## config.mk

```make
export PLATFORM = sky130hd
export DESIGN_NAME = glob_wildcard_matcher_configurable
export DESIGN_NICKNAME = d
export VERILOG_FILES = /design/src/hdl/gwm_pkg.sv /design/src/hdl/gwm_cell.sv /design/src/hdl/gwm_loader.sv /design/src/hdl/glob_wildcard_matcher_configurable.sv
export VERILOG_INCLUDE_DIRS = /design/src /design/src/hdl
export SDC_FILE = /design/constraint.sdc
export NUM_CORES = 1
export LEC_CHECK = 0
export CAP_MARGIN = 20
export CORE_MARGIN = 3
export CORE_UTILIZATION = 45
export CTS_CLUSTER_DIAMETER = 80
export DETAILED_ROUTE_END_ITERATION = 12
export DONT_BUFFER_PORTS = 1
export GPL_TIMING_DRIVEN = 0
export PLACE_DENSITY = 0.72
export SETUP_SLACK_MARGIN = 0.02
export SLEW_MARGIN = 20
export SYNTH_ARGS = -nofsm -noshare
export SYNTH_HDL_FRONTEND = slang
export SYNTH_SLANG_ARGS = --single-unit
```

## constraint.sdc

```tcl
create_clock -name clk -period 7.1 [get_ports clk]
set_clock_uncertainty 0.1 [all_clocks]
set_input_delay 0.71 -clock clk [delete_from_list [all_inputs] [get_ports clk]]
set_output_delay 0.71 -clock clk [all_outputs]
set_load 0.02 [all_outputs]
```

## src/hdl/glob_wildcard_matcher_configurable_defines.svh

```systemverilog
// ----------------------------------------------------------------------------
// Glob matcher assertion macros
// Shared concurrent assertion shorthands for the glob wildcard matcher.
// ----------------------------------------------------------------------------
`ifndef GLOB_WILDCARD_MATCHER_CONFIGURABLE_DEFINES_SVH
`define GLOB_WILDCARD_MATCHER_CONFIGURABLE_DEFINES_SVH

// Same-cycle implication, checked out of reset.
`define GWM_ASSERT_IMPL(label, clk, rst_n, ante, cons) \
	label: assert property (@(posedge clk) disable iff (!rst_n) (ante) |-> (cons)) \
		else $error("glob matcher assertion failed");

// Next-cycle implication, checked out of reset.
`define GWM_ASSERT_NEXT(label, clk, rst_n, ante, cons) \
	label: assert property (@(posedge clk) disable iff (!rst_n) (ante) |=> (cons)) \
		else $error("glob matcher assertion failed");

`endif

```

## src/hdl/gwm_pkg.sv

```systemverilog
// ----------------------------------------------------------------------------
// Glob matcher package
// Token kinds, request function codes, configuration set and case folding.
// ----------------------------------------------------------------------------
package gwm_pkg;

	typedef enum logic [1:0] {
		KIND_LITERAL = 2'd0,
		KIND_SINGLE  = 2'd1,
		KIND_ANY_RUN = 2'd2
	} tok_kind_t;

	typedef enum logic [1:0] {
		FUNC_PAT_BYTE  = 2'd0,
		FUNC_PAT_END   = 2'd1,
		FUNC_TEXT_BYTE = 2'd2,
		FUNC_TEXT_END  = 2'd3
	} func_t;

	localparam logic [1:0] CFG_ANY_RUN_MARK = 2'd0;
	localparam logic [1:0] CFG_SINGLE_MARK  = 2'd1;
	localparam logic [1:0] CFG_ESCAPE_MARK  = 2'd2;
	localparam logic [1:0] CFG_FOLD_CASE    = 2'd3;

	localparam logic [7:0] RST_ANY_RUN_MARK = 8'd42;
	localparam logic [7:0] RST_SINGLE_MARK  = 8'd63;
	localparam logic [7:0] RST_ESCAPE_MARK  = 8'd92;

	typedef struct packed {
		logic [7:0] any_run_mark;
		logic [7:0] single_mark;
		logic [7:0] escape_mark;
		logic       fold_case;
	} cfg_t;

	// Token store write request from the loader to the cells.
	typedef struct packed {
		logic       wr;
		tok_kind_t  kind;
		logic [7:0] tbyte;
	} tok_wr_t;

	function automatic logic [7:0] fold(input logic fold_en, input logic [7:0] c);
		if (fold_en && c >= 8'h41 && c <= 8'h5A) begin
			return c + 8'd32;
		end
		return c;
	endfunction

endpackage

```

## src/hdl/gwm_cell.sv

```systemverilog
// ----------------------------------------------------------------------------
// Glob matcher cell
// Holds one token and the active bit of its position; hands the advance and
// any-run closure signals to the next cell.
// ----------------------------------------------------------------------------
module gwm_cell #(
	parameter int IDX = 0,
	parameter int IW  = 5,
	parameter int CW  = 6
) (
	input  logic             clk,
	input  logic             arst_n,
	input  gwm_pkg::tok_wr_t tok_wr,
	input  logic [IW-1:0]    wr_addr,
	input  logic [CW-1:0]    count,
	input  logic             fold_case,
	input  logic [7:0]       text_c,
	input  logic             text,
	input  logic             step,
	input  logic             adv_in,
	input  logic             run_in,
	output logic             adv_out,
	output logic             run_out,
	output logic             active
);

	gwm_pkg::tok_kind_t kind_q;
	logic [7:0]         byte_q;
	logic               active_q;
	logic               sel;
	logic               en;
	gwm_pkg::tok_kind_t kind_eff;
	logic               is_run;
	logic               consume;
	logic               closed;

	assign sel      = tok_wr.wr && (wr_addr == IW'(IDX));
	assign en       = CW'(IDX) < count;
	// A token written by the same commit already counts for the restart.
	assign kind_eff = sel ? tok_wr.kind : kind_q;
	assign is_run   = en && (kind_eff == gwm_pkg::KIND_ANY_RUN);

	always_comb begin
		case (kind_eff)
			gwm_pkg::KIND_SINGLE:  consume = 1'b1;
			gwm_pkg::KIND_LITERAL: consume = gwm_pkg::fold(fold_case, byte_q) == text_c;
			default:               consume = 1'b0;
		endcase
	end

	assign closed  = adv_in || run_in || (text && active_q && is_run);
	assign adv_out = text && active_q && en && consume;
	assign run_out = closed && is_run;
	assign active  = active_q;

	always_ff @(posedge clk) begin
		if (sel) begin
			kind_q <= tok_wr.kind;
			byte_q <= tok_wr.tbyte;
		end
	end

	always_ff @(posedge clk or negedge arst_n) begin
		if (!arst_n) begin
			active_q <= 1'(IDX == 0);
		end else if (step) begin
			active_q <= closed;
		end
	end

endmodule

```

## src/hdl/gwm_loader.sv

```systemverilog
// ----------------------------------------------------------------------------
// Glob matcher pattern loader
// Turns pattern bytes into token store writes and yields the committed count.
// ----------------------------------------------------------------------------
module gwm_loader #(
	parameter int MAX_TOKENS = 32,
	parameter int IW         = 5,
	parameter int CW         = 6
) (
	input  logic             clk,
	input  logic             arst_n,
	input  gwm_pkg::cfg_t    cfg,
	input  logic             pat_byte,
	input  logic             pat_end,
	input  logic [7:0]       ch,
	output gwm_pkg::tok_wr_t tok_wr,
	output logic [IW-1:0]    wr_addr,
	output logic [CW-1:0]    commit_count,
	output logic             commit_ovf
);

	logic [CW-1:0]      cnt_q;
	logic               ovf_q;
	logic               esc_q;
	logic               last_q;
	logic               esc_d;
	logic               last_d;
	logic               add;
	gwm_pkg::tok_kind_t add_kind;
	logic [7:0]         add_byte;
	logic               full;

	always_comb begin
		add      = 1'b0;
		add_kind = gwm_pkg::KIND_LITERAL;
		add_byte = ch;
		esc_d    = esc_q;
		last_d   = last_q;
		if (pat_byte) begin
			if (esc_q) begin
				esc_d  = 1'b0;
				last_d = 1'b0;
				add    = 1'b1;
			end else if (cfg.any_run_mark != 8'd0 && ch == cfg.any_run_mark) begin
				add      = !last_q;
				add_kind = gwm_pkg::KIND_ANY_RUN;
				add_byte = 8'd0;
				last_d   = 1'b1;
			end else if (cfg.single_mark != 8'd0 && ch == cfg.single_mark) begin
				add      = 1'b1;
				add_kind = gwm_pkg::KIND_SINGLE;
				add_byte = 8'd0;
				last_d   = 1'b0;
			end else if (cfg.escape_mark != 8'd0 && ch == cfg.escape_mark) begin
				esc_d = 1'b1;
			end else begin
				add    = 1'b1;
				last_d = 1'b0;
			end
		end else if (pat_end && esc_q) begin
			// A dangling escape stands for itself.
			add      = 1'b1;
			add_byte = cfg.escape_mark;
		end
	end

	assign full         = cnt_q == CW'(MAX_TOKENS);
	assign tok_wr.wr    = add && !full;
	assign tok_wr.kind  = add_kind;
	assign tok_wr.tbyte = add_byte;
	assign wr_addr      = cnt_q[IW-1:0];
	assign commit_count = tok_wr.wr ? cnt_q + CW'(1) : cnt_q;
	assign commit_ovf   = ovf_q || (add && full);

	always_ff @(posedge clk or negedge arst_n) begin
		if (!arst_n) begin
			cnt_q  <= '0;
			ovf_q  <= 1'b0;
			esc_q  <= 1'b0;
			last_q <= 1'b0;
		end else if (pat_end) begin
			cnt_q  <= '0;
			ovf_q  <= 1'b0;
			esc_q  <= 1'b0;
			last_q <= 1'b0;
		end else if (pat_byte) begin
			cnt_q  <= commit_count;
			ovf_q  <= commit_ovf;
			esc_q  <= esc_d;
			last_q <= last_d;
		end
	end

endmodule

```

## src/hdl/glob_wildcard_matcher_configurable.sv

```systemverilog
// ----------------------------------------------------------------------------
// Glob wildcard matcher, configurable marks
// Loads a glob pattern into a row of token cells and matches streamed text.
// ----------------------------------------------------------------------------
// A new request is taken in every cycle unless the input stalls: a pattern
// byte writes one token cell, an end of pattern commits the tokens and
// restarts matching, a text byte steps all positions at once, and an end of
// text puts a result in the output register, or in the skid slot while the
// output stalls. The cycle time is set by the any-run closure, which ripples
// through the row of MAX_TOKENS cells like the carry of an adder. A two-deep
// output stage keeps the input open while one result waits; only a second
// waiting result holds the input off. The token store needs no clearing after
// reset, since only positions below the committed count are ever consulted.
`include "glob_wildcard_matcher_configurable_defines.svh"

module glob_wildcard_matcher_configurable #(
	parameter int MAX_TOKENS = 32
) (
	input  logic       clk,
	input  logic       arst_n,
	input  logic       cfg_we,
	input  logic [1:0] cfg_index,
	input  logic [7:0] cfg_data,
	input  logic       in_valid,
	output logic       in_stall,
	input  logic [1:0] func,
	input  logic [7:0] ch,
	output logic       out_valid,
	input  logic       out_stall,
	output logic       matched,
	output logic       overflow
);

	localparam int IW = (MAX_TOKENS > 1) ? $clog2(MAX_TOKENS) : 1;
	localparam int CW = $clog2(MAX_TOKENS + 1);

	gwm_pkg::cfg_t    cfg_q;
	gwm_pkg::func_t   f;
	gwm_pkg::tok_wr_t tok_wr;
	logic [IW-1:0]    wr_addr;
	logic [CW-1:0]    commit_count;
	logic             commit_ovf;
	logic [CW-1:0]    token_count_q;
	logic             pattern_ovf_q;
	logic [CW-1:0]    count_eff;
	logic             accept;
	logic             pat_byte;
	logic             pat_end;
	logic             text;
	logic             text_end;
	logic             restart;
	logic             step;
	logic [7:0]       text_c;
	logic [MAX_TOKENS:0]   adv;
	logic [MAX_TOKENS:0]   run;
	logic [MAX_TOKENS-1:0] act;
	logic             end_q;
	logic [MAX_TOKENS:0]   pos;
	logic             res_matched;
	logic             out_valid_q;
	logic             matched_q;
	logic             overflow_q;
	logic             skid_valid_q;
	logic             skid_matched_q;
	logic             skid_overflow_q;

	// Configuration registers; the user must write them only while the block is idle, as the block does not enforce it.
	always_ff @(posedge clk or negedge arst_n) begin
		if (!arst_n) begin
			cfg_q.any_run_mark <= gwm_pkg::RST_ANY_RUN_MARK;
			cfg_q.single_mark  <= gwm_pkg::RST_SINGLE_MARK;
			cfg_q.escape_mark  <= gwm_pkg::RST_ESCAPE_MARK;
			cfg_q.fold_case    <= 1'b0;
		end else if (cfg_we) begin
			case (cfg_index)
				gwm_pkg::CFG_ANY_RUN_MARK: cfg_q.any_run_mark <= cfg_data;
				gwm_pkg::CFG_SINGLE_MARK:  cfg_q.single_mark  <= cfg_data;
				gwm_pkg::CFG_ESCAPE_MARK:  cfg_q.escape_mark  <= cfg_data;
				gwm_pkg::CFG_FOLD_CASE:    cfg_q.fold_case    <= cfg_data[0];
				default:                   cfg_q.fold_case    <= cfg_q.fold_case;
			endcase
		end
	end

	// The input closes only when both output slots hold results.
	assign in_stall = skid_valid_q;
	assign accept   = in_valid && !in_stall;
	assign f        = gwm_pkg::func_t'(func);
	assign pat_byte = accept && (f == gwm_pkg::FUNC_PAT_BYTE);
	assign pat_end  = accept && (f == gwm_pkg::FUNC_PAT_END);
	assign text     = accept && (f == gwm_pkg::FUNC_TEXT_BYTE);
	assign text_end = accept && (f == gwm_pkg::FUNC_TEXT_END);
	assign restart  = pat_end || text_end;
	assign step     = text || restart;
	assign text_c   = gwm_pkg::fold(cfg_q.fold_case, ch);

	gwm_loader #(
		.MAX_TOKENS(MAX_TOKENS),
		.IW(IW),
		.CW(CW)
	) u_loader (
		.clk(clk),
		.arst_n(arst_n),
		.cfg(cfg_q),
		.pat_byte(pat_byte),
		.pat_end(pat_end),
		.ch(ch),
		.tok_wr(tok_wr),
		.wr_addr(wr_addr),
		.commit_count(commit_count),
		.commit_ovf(commit_ovf)
	);

	// A commit restarts against the new count in the same cycle.
	assign count_eff = pat_end ? commit_count : token_count_q;

	always_ff @(posedge clk or negedge arst_n) begin
		if (!arst_n) begin
			token_count_q <= '0;
			pattern_ovf_q <= 1'b0;
		end else if (pat_end) begin
			token_count_q <= commit_count;
			pattern_ovf_q <= commit_ovf;
		end
	end

	// A restart enters the row as an advance into position zero; the
	// closure over any-run tokens then ripples to the right.
	assign adv[0] = restart;
	assign run[0] = 1'b0;

	for (genvar i = 0; i < MAX_TOKENS; i++) begin : g_cell
		gwm_cell #(
			.IDX(i),
			.IW(IW),
			.CW(CW)
		) u_cell (
			.clk(clk),
			.arst_n(arst_n),
			.tok_wr(tok_wr),
			.wr_addr(wr_addr),
			.count(count_eff),
			.fold_case(cfg_q.fold_case),
			.text_c(text_c),
			.text(text),
			.step(step),
			.adv_in(adv[i]),
			.run_in(run[i]),
			.adv_out(adv[i+1]),
			.run_out(run[i+1]),
			.active(act[i])
		);
	end

	// The last position has no token of its own and is only ever entered.
	always_ff @(posedge clk or negedge arst_n) begin
		if (!arst_n) begin
			end_q <= 1'b0;
		end else if (step) begin
			end_q <= adv[MAX_TOKENS] || run[MAX_TOKENS];
		end
	end

	assign pos         = {end_q, act};
	assign res_matched = !pattern_ovf_q && pos[token_count_q];

	// Output register with one skid slot behind it.
	always_ff @(posedge clk or negedge arst_n) begin
		if (!arst_n) begin
			out_valid_q  <= 1'b0;
			skid_valid_q <= 1'b0;
		end else if (!out_valid_q || !out_stall) begin
			if (skid_valid_q) begin
				out_valid_q  <= 1'b1;
				skid_valid_q <= 1'b0;
			end else begin
				out_valid_q <= text_end;
			end
		end else if (text_end) begin
			skid_valid_q <= 1'b1;
		end
	end

	always_ff @(posedge clk) begin
		if (!out_valid_q || !out_stall) begin
			if (skid_valid_q) begin
				matched_q  <= skid_matched_q;
				overflow_q <= skid_overflow_q;
			end else if (text_end) begin
				matched_q  <= res_matched;
				overflow_q <= pattern_ovf_q;
			end
		end else if (text_end) begin
			skid_matched_q  <= res_matched;
			skid_overflow_q <= pattern_ovf_q;
		end
	end

	assign out_valid = out_valid_q;
	assign matched   = matched_q;
	assign overflow  = overflow_q;

	// The skid slot is only ever filled behind a full output register.
	`GWM_ASSERT_IMPL(a_skid_behind_out, clk, arst_n, skid_valid_q, out_valid_q)
	// A result arriving at a stalled, full output must land in the skid slot.
	`GWM_ASSERT_NEXT(a_skid_catches, clk, arst_n,
		text_end && out_valid_q && out_stall, skid_valid_q)
	// An overflowed pattern never reports a match.
	`GWM_ASSERT_IMPL(a_ovf_no_match, clk, arst_n, out_valid && overflow, !matched)
	// The committed count stays within the cell row.
	`GWM_ASSERT_IMPL(a_count_bound, clk, arst_n, 1'b1,
		token_count_q <= CW'(MAX_TOKENS))

endmodule
```

**After elaboration in Yosys (flattened, before gate mapping)**

Index checks and enable logic that the tools add are counted.
Widths: inputs -> output; s select.

- Bits in registers: 400
- Bits in latches: 0
- RAM bits: 0
- Memory bits (read-only): 0
- Output and inout port bits: 4
- Logic and storage cells: 1078
- Memories kept: 0

- Add/subtract/negate cells: 34
- Multipliers: 0
- Div/mod/pow operators: 0
- $lt $le $gt $ge: 99
- Eq/ne operators: 138
- Shifts and indexed selects: 0
- Muxes and demuxes: 269
- Bitwise logic cells: 1
- Reductions and logical operators: 424

Operators with widths:

| cell | number |
|---|---|
| $mux 8 | 103 |
| $logic_and 1x1->1 | 302 |
| $eq 8x8->1 | 35 |
| $add 8x6->8 const B | 33 |
| $ge 8x7->1 const B | 33 |
| $le 8x7->1 const B | 33 |
| $lt 5x6->1 const A | 16 |
| $mux 1 | 94 |
| $eq 5x5->1 const B | 16 |
| $eq 2x2->1 const B | 36 |
| $mux 2 | 35 |
| $eq 2x1->1 const B | 34 |
| $logic_not 2->1 | 34 |
| $logic_or 1x1->1 | 68 |
| $pmux 1 s2 | 32 |
| $lt 4x6->1 const A | 8 |
| $eq 5x4->1 const B | 8 |
| $lt 3x6->1 const A | 4 |
| $mux 6 | 4 |
| $reduce_bool 8->1 | 3 |
| $eq 5x3->1 const B | 4 |
| $reduce_and 2->1 | 7 |
| $lt 1x6->1 const A | 2 |
| $lt 2x6->1 const A | 2 |
| 11 further kinds | 19 |

**Longest topological paths before layout**

Gate-level depths: netlist (run 1).

- Depth in word-level cells: 111
- Depth in mapped cells: 22

**Modules after synthesis**

A second synthesis (run 1) with hierarchy kept.

- Cell total of the unflattened synthesis: 2119
- Area total of the unflattened synthesis: 24389.6 um^2

By module, submodules not included:

| module | instances | cells each | area an instance (um^2) |
|---|---|---|---|
| glob_wildcard_matcher_configurable | 1 | 140 | 1949.4 |
| gwm_cell (g_cell[25].u_cell ...) | 2 | 58 | 666.9 |
| gwm_loader | 1 | 154 | 1161.1 |
| gwm_cell (g_cell[18].u_cell) | 1 | 57 | 711.9 |
| gwm_cell (g_cell[12].u_cell) | 1 | 58 | 701.9 |
| gwm_cell (g_cell[28].u_cell) | 1 | 57 | 698.2 |
| gwm_cell (g_cell[9].u_cell) | 1 | 58 | 698.2 |
| gwm_cell (g_cell[14].u_cell) | 1 | 57 | 685.7 |
| gwm_cell (g_cell[5].u_cell) | 1 | 57 | 684.4 |
| gwm_cell (g_cell[4].u_cell) | 1 | 58 | 681.9 |
| gwm_cell (g_cell[13].u_cell) | 1 | 56 | 680.7 |
| gwm_cell (g_cell[0].u_cell) | 1 | 58 | 679.4 |
| gwm_cell (g_cell[29].u_cell) | 1 | 56 | 674.4 |
| gwm_cell (g_cell[20].u_cell) | 1 | 62 | 673.1 |
| 19 more rows | - | - | - |

**Worst setup path before layout (run 1)**

OpenSTA, ideal clock, no wires.

- Kind: input to register
- From: in ch[5]
- To: reg g_cell[31].u_cell.active_q
- Setup time: 0.084 ns
- Arrival: 5.516 ns
- Required time: 6.916 ns
- Path slack: 1.400 ns
- Stages: 20
- Buffers on the path: 4
- Cell sequence: buf_4 > xor2_1 > nor4_2 > and3_1 > buf_2 > nor3b_4 > clkbuf_1 > clkbuf_1 > nor4_1 > nand2_1 > o21ai_0 > nand2_1 > nor4_1 > nand2_1 > o31a_1 > o311a_1 > or4_4 > nand3_2 > nand2_2 > a41oi_2

- Elaborated cells between the ends (all ways): 498
- Classes of those cells: 1 x add/sub; 34 x order compare; 97 x eq/ne; 77 x mux; 289 x reduce/logical

RTL lines:

| what | line | text |
|---|---|---|
| start: declaration | glob_wildcard_matcher_configurable.sv:27 | `input logic [7:0] ch,` |
| $eq 8x8->1 | gwm_loader.sv:54 | `end else if (cfg.escape_mark != 8'd0 && ch == cfg.escape_mark) begin` |
| $logic_and 1x1->1 | gwm_loader.sv:54 |  |
| $mux 1 | gwm_loader.sv:54 |  |
| $mux 1 | gwm_loader.sv:49 | `end else if (cfg.single_mark != 8'd0 && ch == cfg.single_mark) begin` |
| $mux 1 * | gwm_loader.sv:44 | `end else if (cfg.any_run_mark != 8'd0 && ch == cfg.any_run_mark) begin` |
| $mux 1 * | gwm_loader.sv:40 | `if (esc_q) begin` |
| $mux 1 * | gwm_loader.sv:39 | `if (pat_byte) begin` |
| $logic_and 1x1->1 * | gwm_loader.sv:68 | `assign tok_wr.wr = add && !full;` |
| [... 1 more ...] | - |  |
| net g_cell[18].u_cell.sel | gwm_cell.sv:30 | `logic sel;` |
| [... 32 more ...] | - |  |
| $logic_and 1x1->1 * | gwm_cell.sv:53 | `assign run_out = closed && is_run;` |
| $logic_or 1x1->1 * (2 in series) | gwm_cell.sv:51 | `assign closed = adv_in \|\| run_in \|\| (text && active_q && is_run);` |
| $logic_and 1x1->1 * | gwm_cell.sv:53 |  |
| $logic_or 1x1->1 * (2 in series) | gwm_cell.sv:51 |  |
| $logic_and 1x1->1 * | gwm_cell.sv:53 |  |
| $logic_or 1x1->1 * (2 in series) | gwm_cell.sv:51 |  |
| $logic_and 1x1->1 * | gwm_cell.sv:53 |  |
| $logic_or 1x1->1 * (2 in series) | gwm_cell.sv:51 |  |
| end signal: assignment | gwm_cell.sv:65 | `active_q <= 1'(IDX == 0);` |
| end signal: assignment | gwm_cell.sv:67 | `active_q <= closed;` |
| end: declaration | gwm_cell.sv:29 | `logic active_q;` |

Mark *: on every way through the listed nets, which the timed path passes. The rest lies on a longest branch. The select of a mux whose other input is x is not followed.
A chain may end at the register's enable or synchronous reset.

**Worst setup path after layout (run 1)**

- From: reg cfg_q[17] (netlist bit)
- To: reg g_cell[31].u_cell.active_q

- Elaborated cells between the ends (all ways): 453
- Classes of those cells: 32 x order compare; 64 x eq/ne; 71 x mux; 286 x reduce/logical

RTL lines:

| what | line | text |
|---|---|---|
| start: declaration | glob_wildcard_matcher_configurable.sv:37 | `gwm_pkg::cfg_t cfg_q;` |
| $eq 8x8->1 or $reduce_bool 8->1 (tied branches) | gwm_loader.sv:44 |  |
| $logic_and 1x1->1 * | gwm_loader.sv:44 |  |
| $mux 1 * | gwm_loader.sv:44 |  |
| $mux 1 * | gwm_loader.sv:40 |  |
| $mux 1 * | gwm_loader.sv:39 |  |
| $logic_and 1x1->1 * | gwm_loader.sv:68 |  |
| $logic_and 1x1->1 * | gwm_cell.sv:37 | `assign sel = tok_wr.wr && (wr_addr == IW'(IDX));` |
| net g_cell[9].u_cell.sel | gwm_cell.sv:30 |  |
| [... 59 more ...] | - |  |
| $logic_and 1x1->1 * | gwm_cell.sv:53 |  |
| $logic_or 1x1->1 * (2 in series) | gwm_cell.sv:51 |  |
| $logic_and 1x1->1 * | gwm_cell.sv:53 |  |
| $logic_or 1x1->1 * (2 in series) | gwm_cell.sv:51 |  |
| $logic_and 1x1->1 * | gwm_cell.sv:53 |  |
| $logic_or 1x1->1 * (2 in series) | gwm_cell.sv:51 |  |
| $logic_and 1x1->1 * | gwm_cell.sv:53 |  |
| $logic_or 1x1->1 * (2 in series) | gwm_cell.sv:51 |  |

Mark *: on every way through the listed nets, which the timed path passes. The rest lies on a longest branch.

==> metrics.md, run 1 <==
| Metric | Value |
|---|---|
| Hold Crit Depth | 1 |
| First-pass GRT wire length | approximately 94 mm |
| Dpl cells | about 2700 |
| R2R Path End | g_cell[31].u_cell.active$_DFFE_PN0P_ |
| Synthesis-to-finish area growth | 11.3% |
| XOR/XNOR share of the synthesized area | 0.111 |
| Fin Hold WS | around 0.20 ns |
| Multi-input gate area | 10100 µm² |
| Slew Limit Headroom | 0.212 |
| Root Driver | clkbuf_16 |
| CTS max path bufs | 3 |
| CTS buffer count | 43 |
| Worst Setup Start Kind | flip-flop |
| Worst-Skew Late Latency | about 0.57 ns |
| PwrDens | 218 nW/µm² |
| Hold Path Sink | cfg_q[21]$_DFFE_PN0P_ |
| Worst r2r path cells | 20 |
| Gr usage total | 0.241 |
| EDFF count, synth | 260 |
| Core area | about 47000 µm² |
| Total number of vias | 16900 |
| Critical path class | reg -> reg |
| Reg-to-reg slack, setup | around 0.80 ns |
| CTS H-tree depth | 2 |
| Drt initial violations | 1693 |
| Largest family of logic cells by synthesized area | simple AND/OR/NAND/NOR gates |
| Clock-pin slew on the worst setup and hold paths | approximately 0.060 ns |
| Worst-path fanout max | 11 |
| Period utilization | 0.887 |
| Fmax achieved | 0.159 GHz |
| Starting Density | 0.461 |
| Die width | roughly 230 µm |
| Worst path required time | 7.47 ns |
| Grt ovf | 0 |
| Post-CTS Resized | 0 |
| Crit-path cells | nor4_1 -> a211oi_1 -> and3_1 -> buf_2 -> nor3b_4 -> clkbuf_1 -> clkbuf_1 -> nor2_1 -> o211a_1 -> o21ai_0 -> a21oi_1 -> nor2_1 -> and4_1 -> a221oi_2 -> o31a_1 -> o311a_1 -> or4_4 -> nand3_2 -> nand2_2 -> a41oi_2 |
| Worst-margin pin slew | approximately 1.2 ns |
| CP Capture Type | flip-flop |
| Share of layout cells above drive strength 1 | 0.103 |
| Antenna viol nets, final | 0 |
| Post-synthesis mux area share | 0.0446 |
| FF+latch count, synth | 400 |
| Residual DRC | 0 |
| Final setup TNS | 0 ns |
| CTS tree | yes |
| Compound-Gate Fraction of Synth Area | 0.128 |
| Seq/Total Area, Yosys | 0.507 |
| Hold Startpoint | cfg_data[4] |
| Leak pwr | ~9 nW |
| Final hold vios | 0 |
| Post-synthesis adder-cell area fraction | 0.0225 |
| VDD IR max | roughly 190 µV |
| Fin util | 0.513 |
| Placer Congestion | between 0.9 and 1 |
| Post-synthesis simple-gate area fraction | 0.156 |
| Pre-CTS setup slack | a little over 0.6 ns |
| Total wire length | 61.8 mm |
| Row Count | just under 80 |
| Filler cells | between 4000 and 5000 |
| Area leader, netlist | edfxtp_1 |
| Sequential share of power | 0.491 |
| Boundary Pins | 29 |
| Reg area | approximately 11000 µm² |
| FFs w/ async S/R, synth | 0.190 |
| Net Count, Synth | roughly 2100 |
| Netlist cell types | slightly below 100 |
| Setup violators final | 0 |
| Vias in the first global route | 16700 |
| Status | finished clean |
| Wire per inst | between 20 and 25 µm |
| Arr. time, crit path | 6.67 ns |
| Max Cap Violations | 0 |
| Setup Fix Bufs, Post-CTS | 0 |
| Clock sink count | 400 |
| Synth Instances | between 2000 and 2500 |
| Synth Warn # | 0 |
| Slowest-stage cell, CP | clkbuf_1 |
| Comb pwr share | 0.096 |
| Post-route insts no fill | between 2000 and 3000 |
| DRT Pass-1 Iters | 5 |
| Worst setup margin | around 0.80 ns |
| DP HPWL | about 44 mm |
| Switch share | 0.248 |
| Critical path buffer and inverter count | 3 |
| Crit path max-delay family | simple AND/OR/NAND/NOR gates |
| Int Power | slightly below 4 mW |
| Post-Syn Area | approximately 22000 µm² |
| Ys flop type | edfxtp_1 |
| Avg Cell Area, Syn | about 11 µm² |
| Initial antenna violation count | 1 |
| Chip height | 226 µm |
| Fin nets | 2163 |
| Synth top area share | 0.360 |
| Synth top area cells | edfxtp_1 36%, dfrtp_1 7.2%, xnor2_1 6.2% |
| NetSw | 1.30 mW |
| Final Max Tran Viols | 0 |
| Hold Path Class | in -> reg |
| Clk pwr share | 0.413 |
| Crit path largest cell delay | between 0.5 and 0.6 ns |
| RSZ-0062 raised after global routing | false |
| Die footprint | about 51000 µm² |
| Tmin final | approximately 6.3 ns |
| Port bufs | 0 |
| Largest net degree at the start of global routing | 77 |
| FF-to-FF Start | cfg_q[17]$_DFFE_PN0P_ |
| Routed vias/inst | 6.19 |
| ANT cells | 0 |
-- state kept, by name, indices dropped and copies added (netlist names), 6 cells and up --
register              cells
u_loader.cnt_q            6
cfg_q                    25
g_cell.u_cell.active     32
g_cell.u_cell.kind_q     64
g_cell.u_cell.byte_q    256
token_count_q             6
-- per-layer routing --
layer	share of wire	global-route usage
met5	0.00011	0
met2	0.46	0.389
met1	0.41	0.322
met4	0.035	0.0972
met3	0.088	0.0434
-- power by group through the flow --
stage | Sequential [mW] | Combinational [mW] | Clock (mW)
after floorplan | 2.61 | 0.315 | 0
after global placement | 2.63 | 0.452 | 0
after detailed placement | 2.62 | 0.484 | 0
after CTS | 2.58 | 0.499 | 2.19
after global routing | 2.58 | 0.538 | 2.29
final | 2.58 | 0.505 | 2.17
-- metrics by stage --
step                      total power, mW  area [µm²]
after floorplan                      2.92       21700
after global placement               3.08       22500
after detailed placement             3.11       22700
after CTS                            5.26       24100
after global routing                 5.41       24100
final                                5.25       24100
-- synth_stat cells (all sizes together) (8+ instances only) --
library cell  instances
xnor2               154
dfstp                14
dfxtp                64
a21oi                78
nand4                27
clkbuf               44
a31oi                32
buf                  34
mux2i                18
and3                 15
nor2                127
o41ai                15
o21ai                95
a21boi                8
mux4                 10
or4                   8
o31ai                14
nor4                 50
or3                  21
ha                   39
a211oi               11
xor2                120
a22o                  9
edfxtp              260
a41oi                13
dfrtp                62
nand3                81
nand2b               15
nand2               203
nor3                 91
o22ai                 8
inv                  81
a31o                  8
mux2                 50
a21o                 32
nor2b                13
-- layout make-up --
class                           count  area share
Buffer                             78      0.0142
Clock buffer                       56      0.0488
Clock inverter                     23     0.00705
Inverter                           82      0.0128
Multi-Input combinational cell   1482       0.419
Sequential cell                   400       0.456
Tap cell                          607      0.0315
Timing Repair Buffer               12      0.0112
-- layout by cell type, fill, tap and decap left out, types with 16 or more instances in the layout --
master and count:
ha_1 39, clkbuf_16 45, inv_1 81, clkbuf_1 52, nand2_1 202, edfxtp_1 260
o21ai_0 88, nor2_1 127, nor3_1 87, mux2i_1 18, dfrtp_1 62, dfxtp_1 64
a21o_1 32, xor2_1 120, nor4_1 46, buf_1 16, a31oi_1 30, mux2_2 50
or3_1 21, nand4_1 27, a21oi_1 78, xnor2_1 153, nand3_1 79
-- how the worst max path moves through the flow --
stage	from	end	slack, ns	cells past startpoint
after floorplan	ch[5]	g_cell[31].u_cell.active$_DFFE_PN0P_	1.40	20
final	cfg_q[17]$_DFFE_PN0P_	g_cell[31].u_cell.active$_DFFE_PN0P_	0.80	20
after detailed placement	ch[6]	g_cell[31].u_cell.active$_DFFE_PN0P_	0.61	21
after global placement	ch[6]	g_cell[31].u_cell.active$_DFFE_PN0P_	0.19	20
after global routing	in_stall$_DFFE_PN0P_	g_cell[31].u_cell.active$_DFFE_PN0P_	0.48	18
after CTS	in_stall$_DFFE_PN0P_	g_cell[31].u_cell.active$_DFFE_PN0P_	0.83	19
-- worst reg2reg max path: cells and delay by family, from the launching register on --
kind	cells	cell delay [ns]
flops	1	0.42
buf+inv	3	1.31
compound gates	8	1.84
simple gates	9	2.55
-- kinds of logic after synthesis --
group	after synthesis
buf+inv	160
simple gates	688
compound gates	403
mux	78
xor+xnor	274
flops	400
fa+ha+maj	39
-- what timing repair did --
item | 4_1_cts | 5_1_grt
setup endpoints to repair | 0 | 0
hold buffers | 2 | 0
endpoints found under the hold margin | 76 | 0
Power figures use the tool's default switching activity.
==> run 2: changes to the inputs <==
==> constraint.sdc (replaced) <==
create_clock -name clk -period 7.1 [get_ports clk]
set_clock_uncertainty 0.1 [all_clocks]
set_input_delay 0.355 -clock clk [delete_from_list [all_inputs] [get_ports clk]]
set_output_delay 0.355 -clock clk [all_outputs]
set_load 0.02 [all_outputs]
==> metrics.md, run 2 (synthesis gave the netlist of run 1 again) <==
| Metric | Value |
|---|---|
| Post-route cell area | approximately 24000 µm² |
| VDD IR max | about 180 µV |
| CTS H-tree depth | 2 |
| Fmax achieved | ~0.16 GHz |
| Crit-path cells | nand2b_1 -> nor2_1 -> o21ai_0 -> nor2_1 -> clkbuf_1 -> nand3_1 -> nor2_1 -> nand2_1 -> o31ai_1 -> a41o_1 -> a211o_2 -> a221oi_2 -> o31a_1 -> o311a_1 -> or4_4 -> nand3_2 -> nand2_2 -> a41oi_2 |
| Worst r2r path cells | 18 |
| Die footprint | about 51000 µm² |
| Total power | about 5.3 mW |
| CTS max path bufs | 3 |
| Routed vias/inst | between 6 and 7 |
| Worst-Skew Late Latency | about 0.57 ns |
| CTS Hold Buffers Added | 16 |
| Gr usage total | 0.242 |
| Port bufs | 0 |
| Status | finished clean |
| Max Cap Violations | 0 |
| Total number of vias | about 17000 |
| Root Driver | clkbuf_16 |
| Reg area | roughly 11000 µm² |
| RSZ-0062 raised after global routing | false |
| Placed inst area | between 20000 and 25000 µm² |
| Reg-to-reg slack, setup | approximately 0.8 ns |
| Critical path buffer and inverter count | 1 |
| FF-to-FF Start | in_stall$_DFFE_PN0P_ |
| Row Count | 79 |
| Slew Limit Headroom | 0.212 |
| Share of layout cells above drive strength 1 | 0.102 |
| Tmin final | 6.30 ns |
| Drt initial violations | 1663 |
| Clock sink count | 400 |
| Final hold vios | 0 |
| Antenna viol nets, final | 0 |
| Critical path class | reg -> reg |
| Die width | 226 µm |
| Multi-input gate area | a little over 10000 µm² |
| Crit path max-delay family | simple AND/OR/NAND/NOR gates |
| Starting Density | 0.461 |
| Crit path largest cell delay | 0.78 ns |
| Hold Path Sink | cfg_q[24]$_DFFE_PN0P_ |
| Most frequent cells in the layout | 260 x edfxtp_1, 202 x nand2_1, 153 x xnor2_1, 127 x nor2_1, 120 x xor2_1 |
| Fin nets | 2177 |
| Pre-CTS setup slack | about 0.86 ns |
| DP HPWL | roughly 44 mm |
| Core area | between 40000 and 50000 µm² |
| Largest register FFs | approximately 260 |
| Worst Setup Start Kind | flip-flop |
| Period utilization | 0.887 |
| CP most frequent cell | nor2_1 |
| Worst-margin pin slew | ~1.2 ns |
| ANT cells | 0 |
| CTS tree | yes |
| Final setup TNS | 0 ns |
| Worst-path fanout max | 10 |
| Largest Register | g_cell.u_cell.byte_q |
| Placer Congestion | approximately 1.0 |
| Clock-pin slew on the worst setup and hold paths | 0.06 ns |
| Post-CTS Resized | 0 |
| Residual DRC | 0 |
| Slowest-stage cell, CP | nor2_1 |
| Filler cells | just over 4000 |
| Vias in the first global route | ~17000 |
| DRT Pass-1 Iters | 6 |
| Total wire length | around 62 mm |
| Leak pwr | 8.80 nW |
| First-pass GRT wire length | 94.9 mm |
| Hold Path Class | in -> reg |
| Grt ovf | 0 |
| CP Capture Type | flip-flop |
| Arr. time, crit path | approximately 6.7 ns |
| Initial antenna violation count | 1 |
| R2R Path End | g_cell[31].u_cell.active$_DFFE_PN0P_ |
| Chip height | between 200 and 250 µm |
| PwrDens | ~220 nW/µm² |
| Setup violators final | 0 |
| Setup Fix Bufs, Post-CTS | 0 |
| Most common cell after layout, fill and taps aside | edfxtp_1 |
| Synthesis-to-finish area growth | 11.9% |
| Final Max Tran Viols | 0 |
| Worst path required time | roughly 7.5 ns |
| Worst setup margin | about 0.80 ns |
| Boundary Pins | 29 |
| CTS buffer count | 43 |
| Largest net degree at the start of global routing | just under 80 |
| Hold Crit Depth | 2 |
| Fin Hold WS | about 0.037 ns |
| Hold Startpoint | cfg_index[0] |
| Wire per inst | between 20 and 25 µm |
==> run 2: changes by cell type in the layout (fill, tap and decap cells not counted) <==
cell           change
dlygate4sd3_1     +14
==> run 2: layout make-up <==
class | instances | area share
tap | 607 | 0.0313
multi-input combinational | 1482 | 0.416
buffer | 78 | 0.0141
timing repair buffer | 26 | 0.0169
clock inverter | 23 | 0.00701
inverter | 82 | 0.0127
clock buffer | 56 | 0.0485
sequential | 400 | 0.453
==> run 2: worst max-delay path by stage <==
| stage | startpoint | endpoint | slack [ns] | cells past startpoint |
|---|---|---|---|---|
| after floorplan | ch[5] | g_cell[31].u_cell.active$_DFFE_PN0P_ | 1.76 | 20 |
| after global placement | ch[6] | g_cell[31].u_cell.active$_DFFE_PN0P_ | 0.54 | 20 |
| after detailed placement | in_stall$_DFFE_PN0P_ | g_cell[31].u_cell.active$_DFFE_PN0P_ | 0.86 | 19 |
| after CTS | in_stall$_DFFE_PN0P_ | g_cell[31].u_cell.active$_DFFE_PN0P_ | 0.83 | 19 |
| after global routing | in_stall$_DFFE_PN0P_ | g_cell[31].u_cell.active$_DFFE_PN0P_ | 0.48 | 18 |
| final | in_stall$_DFFE_PN0P_ | g_cell[31].u_cell.active$_DFFE_PN0P_ | 0.80 | 18 |
==> run 2: report_power, final <==
group / leakage (nW) / switching (mW) / internal (mW) / total, mW
Combinational: 4.31 / 0.337 / 0.177 / 0.514
Clock: 0.649 / 0.929 / 1.24 / 2.17
Sequential: 3.84 / 0.0460 / 2.53 / 2.58
==> run 2: worst register-to-register path, delay by kind of cell, from the launching register on <==
family,cells,cell delay [ns]
AND/OR/NAND/NOR,9,3.08
flip-flops,1,0.55
AO/OA/AOI/OAI,8,2.07
buffers and inverters,1,0.42
==> run 2: metrics by stage <==
stage                     cells  utilization
after CTS                  2754        0.516
after detailed placement   2659        0.483
after global placement     2649        0.477
after global routing       2754        0.516
final                      2754        0.516
after floorplan            2042            -
==> run 2: per-layer routing <==
| metal | wire length [µm] | GRT usage | part of all wire | vias up |
|---|---|---|---|---|
| met5 | 13 | 0 | 0.00021 | - |
| met4 | 2530 | 0.101 | 0.041 | 2 |
| met3 | 5420 | 0.0430 | 0.087 | 165 |
| met2 | 28500 | 0.390 | 0.46 | 756 |
| met1 | 25700 | 0.324 | 0.41 | 8426 |
| li1 | - | - | - | 7673 |
==> run 3: changes to the inputs <==
--- a/config.mk
+++ b/config.mk
@@ -8,12 +8,12 @@
 export LEC_CHECK = 0
 export CAP_MARGIN = 20
 export CORE_MARGIN = 3
-export CORE_UTILIZATION = 45
+export CORE_UTILIZATION = 35
 export CTS_CLUSTER_DIAMETER = 80
 export DETAILED_ROUTE_END_ITERATION = 12
 export DONT_BUFFER_PORTS = 1
 export GPL_TIMING_DRIVEN = 0
-export PLACE_DENSITY = 0.72
+export PLACE_DENSITY = 0.61
 export SETUP_SLACK_MARGIN = 0.02
 export SLEW_MARGIN = 20
 export SYNTH_ARGS = -nofsm -noshare
==> metrics.md, run 3 (synthesis gave the netlist of run 1 again) <==
| Metric | Value |
|---|---|
| Dpl cells | between 2000 and 3000 |
| Post-route insts no fill | just under 3000 |
| Fin nets | between 2000 and 2500 |
| PwrDens | 220 nW/µm² |
| Row Count | 90 |
| Grt met3 use | 0.0309 |
| CTS tree | yes |
| Die footprint | 65000 µm² |
| Worst-path fanout max | 11 |
| Tmin final | around 6.4 ns |
| DP HPWL | roughly 45 mm |
| Reg-to-reg slack, setup | between 0.7 and 0.8 ns |
| CTS max path bufs | 3 |
| Period utilization | 0.895 |
| Worst-margin pin slew | roughly 1.1 ns |
| Total power | between 5 and 6 mW |
| Post-route cell area | 24600 µm² |
| Largest register FFs | 256 |
| Slew Limit Headroom | 0.248 |
| Antenna viol nets, final | 0 |
| CP startpoint | cfg_q[17]$_DFFE_PN0P_ |
| Core area | between 60000 and 70000 µm² |
| Clock-pin slew on the worst setup and hold paths | about 0.060 ns |
| Starting Density | 0.357 |
| VDD IR max | a little under 200 µV |
| Met1 usage | 0.254 |
| Hold Path Class | in -> reg |
| Die width | 255 µm |
| Gr busiest metal | met2 |
| Worst Setup Start Kind | flip-flop |
| Arr. time, crit path | slightly below 7 ns |
| Vias in the first global route | approximately 16000 |
| DRT Pass-1 Iters | 5 |
| Crit-path cells | nor4_1 -> a211oi_1 -> and3_1 -> buf_2 -> nor3b_4 -> clkbuf_1 -> clkbuf_1 -> nor2_1 -> o211a_1 -> o21ai_0 -> a21oi_1 -> nor2_1 -> and4_1 -> a221oi_2 -> o31a_1 -> o311a_1 -> or4_4 -> nand3_2 -> nand2_2 -> a41oi_2 |
| CTS H-tree depth | 2 |
| Fmax achieved | 0.157 GHz |
| Critical path buffer and inverter count | 3 |
| Final Max Tran Viols | 0 |
| Port bufs | 0 |
| Placed inst area | 22900 µm² |
| CTS buffer count | 45 |
| Leak pwr | roughly 8.8 nW |
| Status | finished clean |
| Gr usage total | 0.190 |
| Pre-CTS setup slack | between 0.7 and 0.8 ns |
| Drt initial violations | ~1500 |
| Initial antenna violation count | 3 |
| Share of layout cells above drive strength 1 | 0.103 |
| Setup violators final | 0 |
| Worst setup margin | around 0.75 ns |
| Final hold vios | 0 |
| Largest net degree at the start of global routing | between 70 and 80 |
| Fin util | 0.404 |
| Worst-Skew Late Latency | ~0.57 ns |
| Total number of vias | 16700 |
| Crit path largest cell delay | around 0.62 ns |
| RSZ-0062 raised after global routing | false |
| Met2 Use GR | 0.311 |
| Worst r2r path cells | 20 |
| Worst path required time | 7.48 ns |
| Clock sink count | 400 |
| Placer Congestion | 0.955 |
| Final setup TNS | 0 ns |
| Critical path class | reg -> reg |
| Synthesis-to-finish area growth | 13.3% |
| Fin Hold WS | approximately 0.11 ns |
| WP depth | 20 |
| Total wire length | around 63 mm |
| Routed vias/inst | 5.68 |
| Boundary Pins | 29 |
| CP Capture Type | flip-flop |
| Hold Crit Depth | 2 |
| Slowest-stage cell, CP | clkbuf_1 |
| Most common cell after layout, fill and taps aside | edfxtp_1 |
| Root Driver | clkbuf_16 |
| Most frequent cells in the layout | 260 x edfxtp_1, 202 x nand2_1, 153 x xnor2_1, 127 x nor2_1, 120 x xor2_1 |
| Crit path max-delay family | simple AND/OR/NAND/NOR gates |
| FF-to-FF Start | cfg_q[17]$_DFFE_PN0P_ |
| Hold Startpoint | cfg_index[0] |
| Wire per inst | 21.4 µm |
| Largest Register | g_cell.u_cell.byte_q |
| Max Cap Violations | 0 |
| Grt ovf | 0 |
| First-pass GRT wire length | ~94 mm |
| Chip height | about 250 µm |
| Residual DRC | 0 |
[run 3: path summary, 6_finish.rpt]
check                                                       endpoint
min in group asynchronous                  pattern_ovf_q$_DFFE_PN0P_
worst max register to register  g_cell[31].u_cell.active$_DFFE_PN0P_
worst max-delay path            g_cell[31].u_cell.active$_DFFE_PN0P_
worst min-delay path                           cfg_q[22]$_DFFE_PN1P_
max in group asynchronous                      cfg_q[12]$_DFFE_PN1P_
worst min register to register    g_cell[8].u_cell.kind_q[1]$_DFF_P_
[run 3: power by group]
part | total, mW | internal (mW) | switching [mW]
Clock | 2.31 | 1.38 | 0.929
Combinational | 0.516 | 0.177 | 0.339
Sequential | 2.57 | 2.53 | 0.0419
[run 3: final cells by class]
type,count,area (µm²)
tap,782,978
inverter,82,308
sequential,400,11000
clock inverter,29,295
buffer,78,340
clock buffer,52,1150
multi-input combinational,1482,10100
timing repair buffer,26,395
fill,5785,36200
antenna,2,5.00
[run 3: routing by layer]
| layer | share of wire | wire length [µm] |
|---|---|---|
| met5 | 0.00011 | 7 |
| met4 | 0.035 | 2220 |
| met3 | 0.070 | 4410 |
| met2 | 0.46 | 28700 |
| met1 | 0.44 | 27400 |
[run 3: repair_timing]
action,CTS,global route
hold buffers,14,0
buffers inserted,0,0
endpoints found under the hold margin,105,0
gates resized for setup,0,0
